[config.mk]
export PLATFORM = sky130hd
export DESIGN_NAME = hdlc_frame_deframer_core
export DESIGN_NICKNAME = d
export VERILOG_FILES = /design/src/hdl/hdlc_dfr_pkg.sv /design/src/hdl/hdlc_frame_deframer_core.sv
export VERILOG_INCLUDE_DIRS = /design/src /design/src/hdl
export SDC_FILE = /design/constraint.sdc
export NUM_CORES = 1
export LEC_CHECK = 0
export BUFFER_PORTS_ARGS = -buffer_cell sky130_fd_sc_hd__buf_4
export CAP_MARGIN = 5
export CORE_AREA = 2 2 80 82
export CTS_BUF_LIST = sky130_fd_sc_hd__clkbuf_4 sky130_fd_sc_hd__clkbuf_8 sky130_fd_sc_hd__clkbuf_16
export CTS_CLUSTER_DIAMETER = 150
export CTS_CLUSTER_SIZE = 12
export DETAILED_ROUTE_END_ITERATION = 6
export DIE_AREA = 0 0 82 84
export GPL_ROUTABILITY_DRIVEN = 0
export PLACE_DENSITY_LB_ADDON = 0.25
export RECOVER_POWER = 25
export SLEW_MARGIN = 20
export SYNTH_ARGS = -nofsm -noshare
export SYNTH_HDL_FRONTEND = slang
export SYNTH_SLANG_ARGS = --single-unit
[constraint.sdc]
create_clock -name clk -period 3.4 [get_ports clk]
set_clock_uncertainty 0.1 [all_clocks]
set_input_delay 0.68 -clock clk [delete_from_list [all_inputs] [get_ports clk]]
set_output_delay 0.68 -clock clk [all_outputs]
set_load 0.02 [all_outputs]
[src/hdl/hdlc_frame_deframer_core_macros.svh]
// Assertion macros for the HDLC frame deframer.
`ifndef HDLC_FRAME_DEFRAMER_CORE_MACROS_SVH
`define HDLC_FRAME_DEFRAMER_CORE_MACROS_SVH

// Same-cycle implication, checked on every rising edge outside reset.
`define HDLC_ASSERT_IMP(lbl, ante, cons, msg) \
    lbl: assert property (@(posedge clk) disable iff (!rst_n) (ante) |-> (cons)) \
        else $error(msg);

// Next-cycle implication, checked on every rising edge outside reset.
`define HDLC_ASSERT_NXT(lbl, ante, cons, msg) \
    lbl: assert property (@(posedge clk) disable iff (!rst_n) (ante) |=> (cons)) \
        else $error(msg);

`endif

[src/hdl/hdlc_dfr_pkg.sv]
// Constants and codes shared by the HDLC frame deframer.
package hdlc_dfr_pkg;

    localparam int MAX_FRAME_DEF = 4096;

    localparam int BYTE_W     = 8;
    localparam int EVENT_W    = 3;
    localparam int INDEX_W    = 12;
    localparam int LENGTH_W   = 13;

    localparam logic [LENGTH_W-1:0] EXP_LEN_RESET = 13'd4096;

    localparam logic [BYTE_W-1:0] FLAG_BYTE = 8'h7E;
    localparam logic [BYTE_W-1:0] ESC_BYTE  = 8'h7D;
    localparam logic [BYTE_W-1:0] ESC_FLAG  = 8'h5E;
    localparam logic [BYTE_W-1:0] ESC_ESC   = 8'h5D;

    localparam logic [EVENT_W-1:0] EV_DATA   = 3'd0;
    localparam logic [EVENT_W-1:0] EV_DONE   = 3'd1;
    localparam logic [EVENT_W-1:0] EV_OVER   = 3'd2;
    localparam logic [EVENT_W-1:0] EV_BADESC = 3'd3;
    localparam logic [EVENT_W-1:0] EV_DROP   = 3'd4;

endpackage

[src/hdl/hdlc_frame_deframer_core.sv]
// HDLC byte destuffing deframer: flag hunt, escape removal, length check.
//
// Takes one received byte per cycle on the input channel and gives at most one
// result item per byte: a decoded payload byte with its index, a frame
// complete with its length, or an error (overflow, bad escape, wrong length).
// Each byte is decoded combinationally against the phase and byte count and
// the result lands in an output register, so a byte is accepted every cycle
// while the output is free or being taken; the only stall comes from
// out_ready. A result appears in the cycle after its byte is accepted. The
// expected length register resets to 4096 and is written through the cfg
// channel, which is always ready; write it only while the block is idle.
`include "hdlc_frame_deframer_core_macros.svh"

module hdlc_frame_deframer_core #(
    parameter int MAX_FRAME = hdlc_dfr_pkg::MAX_FRAME_DEF
) (
    input  logic                                 clk,
    input  logic                                 rst_n,
    // configuration
    input  logic                                 cfg_valid,
    output logic                                 cfg_ready,
    input  logic [hdlc_dfr_pkg::LENGTH_W-1:0]    cfg_data,
    // received bytes
    input  logic                                 in_valid,
    output logic                                 in_ready,
    input  logic [hdlc_dfr_pkg::BYTE_W-1:0]      rx_byte,
    // results
    output logic                                 out_valid,
    input  logic                                 out_ready,
    output logic [hdlc_dfr_pkg::EVENT_W-1:0]     event_res,
    output logic [hdlc_dfr_pkg::BYTE_W-1:0]      data_byte,
    output logic [hdlc_dfr_pkg::INDEX_W-1:0]     byte_index,
    output logic [hdlc_dfr_pkg::LENGTH_W-1:0]    frame_length
);

    localparam int CNT_W = $clog2(MAX_FRAME + 1);
    localparam int CMP_W = (CNT_W > hdlc_dfr_pkg::LENGTH_W) ? CNT_W : hdlc_dfr_pkg::LENGTH_W;

    typedef enum logic [1:0] {
        PH_HUNT,
        PH_FLAG,
        PH_DATA,
        PH_ESC
    } phase_t;

    phase_t                              phase_reg, phase_next;
    logic [CNT_W-1:0]                    count_reg, count_next;
    logic [hdlc_dfr_pkg::LENGTH_W-1:0]   exp_len_reg;

    logic                                out_valid_reg;
    logic [hdlc_dfr_pkg::EVENT_W-1:0]    event_reg, event_next;
    logic [hdlc_dfr_pkg::BYTE_W-1:0]     data_reg, data_next;
    logic [hdlc_dfr_pkg::INDEX_W-1:0]    index_reg, index_next;
    logic [hdlc_dfr_pkg::LENGTH_W-1:0]   length_reg, length_next;
    logic                                emit_next;

    logic                                accept;
    logic                                is_payload;
    logic [hdlc_dfr_pkg::BYTE_W-1:0]     payload_byte;
    logic                                full;
    logic                                len_match;

    assign cfg_ready = 1'b1;
    assign in_ready  = !out_valid_reg || out_ready;
    assign accept    = in_valid && in_ready;

    assign full = (CMP_W'(count_reg) >= CMP_W'(exp_len_reg))
               || (count_reg >= CNT_W'(MAX_FRAME));
    assign len_match = (CMP_W'(count_reg) == CMP_W'(exp_len_reg));

    always_comb
    begin
        phase_next   = phase_reg;
        count_next   = count_reg;
        emit_next    = 1'b0;
        event_next   = hdlc_dfr_pkg::EV_DATA;
        length_next  = '0;
        is_payload   = 1'b0;
        payload_byte = rx_byte;

        unique case (phase_reg)
            PH_HUNT:
            begin
                if (rx_byte == hdlc_dfr_pkg::FLAG_BYTE)
                begin
                    phase_next = PH_FLAG;
                    count_next = '0;
                end
            end
            PH_FLAG:
            begin
                if (rx_byte == hdlc_dfr_pkg::ESC_BYTE)
                    phase_next = PH_ESC;
                else if (rx_byte != hdlc_dfr_pkg::FLAG_BYTE)
                    is_payload = 1'b1;
            end
            PH_DATA:
            begin
                if (rx_byte == hdlc_dfr_pkg::ESC_BYTE)
                    phase_next = PH_ESC;
                else if (rx_byte == hdlc_dfr_pkg::FLAG_BYTE)
                begin
                    // closing flag: report and go back to hunting
                    phase_next = PH_HUNT;
                    count_next = '0;
                    emit_next  = 1'b1;
                    if (len_match)
                    begin
                        event_next  = hdlc_dfr_pkg::EV_DONE;
                        length_next = hdlc_dfr_pkg::LENGTH_W'(count_reg);
                    end
                    else
                        event_next = hdlc_dfr_pkg::EV_DROP;
                end
                else
                    is_payload = 1'b1;
            end
            PH_ESC:
            begin
                if (rx_byte == hdlc_dfr_pkg::ESC_FLAG)
                begin
                    is_payload   = 1'b1;
                    payload_byte = hdlc_dfr_pkg::FLAG_BYTE;
                end
                else if (rx_byte == hdlc_dfr_pkg::ESC_ESC)
                begin
                    is_payload   = 1'b1;
                    payload_byte = hdlc_dfr_pkg::ESC_BYTE;
                end
                else
                begin
                    phase_next = PH_HUNT;
                    count_next = '0;
                    emit_next  = 1'b1;
                    event_next = hdlc_dfr_pkg::EV_BADESC;
                end
            end
            default:
            begin
                phase_next = PH_HUNT;
                count_next = '0;
            end
        endcase

        if (is_payload)
        begin
            emit_next = 1'b1;
            if (full)
            begin
                // overflow: drop the frame
                phase_next = PH_HUNT;
                count_next = '0;
                event_next = hdlc_dfr_pkg::EV_OVER;
            end
            else
            begin
                phase_next = PH_DATA;
                count_next = count_reg + 1'b1;
                event_next = hdlc_dfr_pkg::EV_DATA;
            end
        end

        data_next  = (is_payload && !full) ? payload_byte : '0;
        index_next = (is_payload && !full) ? hdlc_dfr_pkg::INDEX_W'(count_reg) : '0;
    end

    always_ff @(posedge clk or negedge rst_n)
    begin
        if (!rst_n)
        begin
            phase_reg     <= PH_HUNT;
            count_reg     <= '0;
            exp_len_reg   <= hdlc_dfr_pkg::EXP_LEN_RESET;
            out_valid_reg <= 1'b0;
            event_reg     <= hdlc_dfr_pkg::EV_DATA;
            data_reg      <= '0;
            index_reg     <= '0;
            length_reg    <= '0;
        end
        else
        begin
            if (cfg_valid && cfg_ready)
                exp_len_reg <= cfg_data;
            if (accept)
            begin
                phase_reg <= phase_next;
                count_reg <= count_next;
            end
            if (in_ready)
                out_valid_reg <= accept && emit_next;
            if (accept && emit_next)
            begin
                event_reg  <= event_next;
                data_reg   <= data_next;
                index_reg  <= index_next;
                length_reg <= length_next;
            end
        end
    end

    assign out_valid    = out_valid_reg;
    assign event_res    = event_reg;
    assign data_byte    = data_reg;
    assign byte_index   = index_reg;
    assign frame_length = length_reg;

    `HDLC_ASSERT_IMP(a_end_clears_state, out_valid_reg && (event_reg != hdlc_dfr_pkg::EV_DATA), (phase_reg == PH_HUNT) && (count_reg == '0), "frame end or error left state live")
    `HDLC_ASSERT_IMP(a_data_in_frame, out_valid_reg && (event_reg == hdlc_dfr_pkg::EV_DATA), (phase_reg == PH_DATA) && (count_reg != '0), "data item without open frame")
    `HDLC_ASSERT_IMP(a_count_bounded, 1'b1, count_reg <= CNT_W'(MAX_FRAME), "byte count beyond frame limit")
    `HDLC_ASSERT_IMP(a_done_length, out_valid_reg && (event_reg == hdlc_dfr_pkg::EV_DONE), length_reg == exp_len_reg, "completed frame length differs from expected")
    `HDLC_ASSERT_NXT(a_stall_holds_state, out_valid_reg && !out_ready, $stable(phase_reg) && $stable(count_reg), "state moved while output stalled")

endmodule
Yosys cells after proc, flatten, opt, wreduce, memory -nomap -nowiden --
Cells that the tools add are included.
Word-level totals: flip-flop bits (word level) 65, input port bits 26, output and inout bits 39, logic and storage cells 83
Cells by class: add/subtract/negate cells 1, $lt $le $gt $ge 2, equal/unequal tests 15, muxes and demuxes 46, reductions and logical operators 11
Operator list (number):
- $mux W13 | 10
- $pmux W13 S3 | 1
- $eq A8 B7 Y1 const B | 4
- $mux W8 | 4
- $mux W2 | 11
- $ne A3 B3 Y1 const B | 5
- $add A13 B1 Y13 const B | 1
- $eq A13 B13 Y1 | 1
- $ge A13 B13 Y1 | 1
- $ge A13 B13 Y1 const B | 1
- $mux W12 | 1
- $mux W3 | 4
- $mux W1 | 11
- $ne A8 B7 Y1 const B | 1
- $pmux W2 S4 | 1
- $pmux W3 S2 | 1
- $reduce_and A6 Y1 | 1
- $reduce_and A5 Y1 | 1
- $eq A2 B2 Y1 const B | 2
- $ne A4 B4 Y1 const B | 1
- $reduce_bool A4 Y1 | 1
- $logic_and A1 B1 Y1 | 3
- $pmux W1 S3 | 1
- $eq A2 B1 Y1 const B | 1
- 4 further kinds | 6

Depth between registers and ports, before layout --
word-level depth 6, depth in mapped cells 9, depth with buffers taken out 8

Worst setup path after synthesis --
No wires, ideal clock.
path kind register to register, start register exp_len_reg[12] in the netlist's numbering, end register count_reg[11], setup time 0.103 ns, arrival 2.336 ns, required time 3.197 ns, setup slack 0.861 ns, stages on the path, launching flop included 9, path buffers 0, clock period less this slack 2.539 ns, cells stage by stage dfstp_2 inv_1 ha_1 and3_4 a221o_1 a311o_2 nor3_4 nand2_4 o41ai_2
On the way: word-level cells in the longest chain between the ends 4
RTL lines:
- from (decl) | RTL line hdlc_frame_deframer_core.sv:48 | logic [hdlc_dfr_pkg::LENGTH_W-1:0] exp_len_reg;
- from (signal assigned) | RTL line hdlc_frame_deframer_core.sv:173 | exp_len_reg <= hdlc_dfr_pkg::EXP_LEN_RESET;
- from (signal assigned) | RTL line hdlc_frame_deframer_core.sv:183 | exp_len_reg <= cfg_data;
- $ge A13 B13 Y1 | RTL line hdlc_frame_deframer_core.sv:67 | assign full = (CMP_W'(count_reg) >= CMP_W'(exp_len_reg))
- $logic_or A1 B1 Y1 | RTL line hdlc_frame_deframer_core.sv:68 | || (count_reg >= CNT_W'(MAX_FRAME));
- $mux W13 | RTL line hdlc_frame_deframer_core.sv:148 | if (full)
- $mux W13 | RTL line hdlc_frame_deframer_core.sv:145 | if (is_payload)
- to (signal assigned) | RTL line hdlc_frame_deframer_core.sv:187 | count_reg <= count_next;
- to (decl) | RTL line hdlc_frame_deframer_core.sv:47 | logic [CNT_W-1:0] count_reg, count_next;
Every way passes these cells. A chain may end at the register's enable or synchronous reset.

Worst setup path in the final report --
start register exp_len_reg[12] in the netlist's numbering, end register index_reg, in the netlist byte_index[1]
On the way: word-level cells in the longest chain between the ends 5
RTL lines:
- $ge A13 B13 Y1 | RTL line hdlc_frame_deframer_core.sv:67
- $logic_or A1 B1 Y1 | RTL line hdlc_frame_deframer_core.sv:68
- $logic_not A1 Y1 | RTL line hdlc_frame_deframer_core.sv:164 | index_next = (is_payload && !full) ? hdlc_dfr_pkg::INDEX_W'(count_reg) : '0;
- $logic_and A1 B1 Y1 | RTL line hdlc_frame_deframer_core.sv:164
- $mux W12 | RTL line hdlc_frame_deframer_core.sv:164
- to (signal assigned) | RTL line hdlc_frame_deframer_core.sv:195 | index_reg <= index_next;
- to (decl) | RTL line hdlc_frame_deframer_core.sv:53 | logic [hdlc_dfr_pkg::INDEX_W-1:0] index_reg, index_next;
Every way passes these cells.

==> flow_summary.toml <==
[clocking]
cts.sinks = 65
cts_root_buf = "clkbuf_8"
cts_resized = 0
clk_path_buf_depth = 2
post_cts_buffers = 0
clkTransAtPathRegs_ns = 0.06
cts_max_level = 3
cts_buffers = 9
worstSkewPairLatency_ns = 0.34
cts_tree = "yes"
cts_hold_buffers = 0

[synth]
syn_area_per_cell_um2 = 9.94
ys_warn_count = 0
ys_seq_area_share_pct = 50.7
syn_inst = 323
synth_edf_count = 0
synth_fp_nets = 363
synth-seq-cells = 65
netlist_area_um2 = 3210
synth.distinct_cells = 56
ys.flop_type = "dfrtp_1"
synthArstFlopShare_pct = 100

[pwr]
intPower_mw = 1.66
pwr_density_cell_nw_per_um2 = 678
ir_drop_uv = 400
p_switching_mw = 0.983
p_comb_share_pct = 37.3
pwr-share-seq_pct = 40.4
p_leak_nw = 1.99
switching_share_pct = 37.2
pwr-share-clk_pct = 22.4

[final_layout]
n_antenna_cell = 0
final_common_cell = "buf_4"
fin_area_um2 = 3890
drive_gt1_share_pct = 25.0
nNetsFinal = 424
layout_common_cells = "buf_4, dfrtp_1, nand2_1, o21ai_0, inv_1"
areaGrowthSynthToFinish_pct = 21.3
num-fill-cells = 540
final_util_pct = 63.9

[floorplan]
die_x_um = 82
io_pins = 65
die_h_um = 84
die-area_um2 = 6890
core_area_um2 = 6100
rows = 29
initial_core_util_pct = 52.6

[timing]
tns_ns = 0
final-setup-viol-count = 0
worst_pin_slew_ns = 1.61
finalHoldViolations = 0
fmax_mhz = 354
layout_min_cycle_time_ns = 2.83
slew_viol_final = 66
finalCritPeriodShare_pct = 83.2
slew_headroom_pct = -7.36
whs_ns = 0.367
rsz0062_at_grt = "no"
fin_ws_ns = 0.573

[worst_setup_path]
crit_slowest_cell = "dfstp_2"
worstSetupStartpointType = "flip-flop"
slowest_delay_ns = 0.52
cp_data_required_time_ns = 3.57
crit_fanout = 15
worst_ep_arrival_time_ns = 3.00
r2r_start = "exp_len_reg[12]$_DFFE_PN1P_"
cp_top_family = "compound AO/OA/AOI/OAI gates"
crit_path_end_kind = "flip-flop"
worst-path-buf-inv = 2
crit_cells = 8
crit_chain = "inv_1 -> ha_1 -> and3_4 -> a221o_1 -> a311o_2 -> nor3_4 -> buf_4 -> a22o_1"
r2r-end = "byte_index[1]$_DFFE_PN0P_"
worstSetupPathType = "reg2reg"
r2r_cells = 8
regToRegSetupSlack_ns = 0.57

[min_path]
hold_path_class = "reg2reg"
hp-start = "frame_length[3]$_DFFE_PN0P_"
hold_depth = 2
holdPathEnd = "frame_length[3]$_DFFE_PN0P_"

[routing]
viasPerCell = 5.66
drt-pass1-iter-count = 4
wire_per_inst_um = 15.3
wirelength_um = 7130
drc = 0
drtIter0Drc = 137
vias = 2630
antenna_left = 0

[placed_design]
pre_cts_ws_ns = 0.464
place_hpwl_um = 5110
postPlaceCellArea_um2 = 3720
io_buffers = 63

[global_routing]
grt_usage_pct = 22.7
grt_overflow = 0
grt_pass1_vias = 2417
grt_start_max_net_pins = 66
grt_pass1_wl_um = 11900
antenna_found_initial = 0

[run_status]
violations = "capacitance limit, slew limit"
status = "finished, violations left"

[run]
drv_cap = 1
-- worst register-to-register path: stages, from the launching register on --
cell and delay [ns]:
dfstp_2 0.52, inv_1 0.04, ha_1 0.30, and3_4 0.16
a221o_1 0.34, a311o_2 0.41, nor3_4 0.42, buf_4 0.29
a22o_1 0.17
-- cells by family (layout without fill, tap and decap cells) --
family	after synthesis	count (layout)	synth area share, %
and+or+nand+nor	113	113	17.9
muxes	2	2	0.663
other	1	1	0.117
xor gates and xnor gates	2	2	0.546
DFF	65	65	50.7
adders and majority gates	15	15	5.81
buffers and inverters	37	102	5.11
AOI/OAI and AO/OA	88	88	19.1
-- synthesized netlist by cell type, drive strengths merged, types with 3 or more instances --
cell | number | area (um^2)
a21o | 5 | 37.5
a21oi | 14 | 70.1
a22o | 17 | 149
and3 | 4 | 30.0
buf | 9 | 58.8
clkbuf | 8 | 30.0
dfrtp | 64 | 1600
ha | 14 | 175
inv | 20 | 75.1
nand2 | 55 | 214
nand2b | 5 | 31.3
nand3 | 13 | 65.1
nand4 | 4 | 25.0
nor2 | 10 | 37.5
nor3 | 5 | 52.6
nor4 | 4 | 25.0
o21ai | 32 | 164
o31ai | 4 | 30.0
or2 | 3 | 18.8
-- routing by layer --
layer / track usage [%] / vias to the layer above / share of wire, %
met4: 7.73 / 0 / 1.7
met2: 32.5 / 99 / 46
met1: 34.0 / 1245 / 47
li1: - / 1274 / -
met3: 5.09 / 12 / 6.2
met5: 0 / - / 0
-- stage by stage --
step | cells | power, mW
floorplan | 323 | 1.73
global placement | 450 | 2.03
detailed placement | 450 | 2.05
CTS | 465 | 2.65
global route | 465 | 2.81
finish | 465 | 2.64
-- power by group through the flow --
stage / Sequential (mW) / Clock [mW] / Combinational [mW]
2_1_floorplan: 1.12 / 0 / 0.611
3_3_place_gp: 1.07 / 0 / 0.959
3_5_place_dp: 1.07 / 0 / 0.981
4_1_cts: 1.06 / 0.603 / 0.983
5_1_grt: 1.08 / 0.648 / 1.08
6_report: 1.07 / 0.590 / 0.983
-- worst max-delay path by stage --
stage	start	endpoint	slack [ns]
after floorplan	exp_len_reg[12]$_DFFE_PN1P_	count_reg[11]$_DFFE_PN0P_	0.86
after detailed placement	rx_byte[7]	frame_length[1]$_DFFE_PN0P_	0.46
after global routing	exp_len_reg[12]$_DFFE_PN1P_	data_byte[1]$_DFFE_PN0P_	0.42
after CTS	exp_len_reg[12]$_DFFE_PN1P_	byte_index[8]$_DFFE_PN0P_	0.59
after global placement	exp_len_reg[12]$_DFFE_PN1P_	byte_index[8]$_DFFE_PN0P_	0.60
final	exp_len_reg[12]$_DFFE_PN1P_	byte_index[1]$_DFFE_PN0P_	0.57
-- layout make-up --
class	instances	area (um^2)	share of cell area (%)
clock buffer	15	175	4.50
tap	77	96.3	2.47
inverter	20	75.1	1.93
sequential	65	1630	41.8
timing repair buffer	67	497	12.8
multi-input combinational	221	1420	36.5
Power figures use the tool's default switching activity.
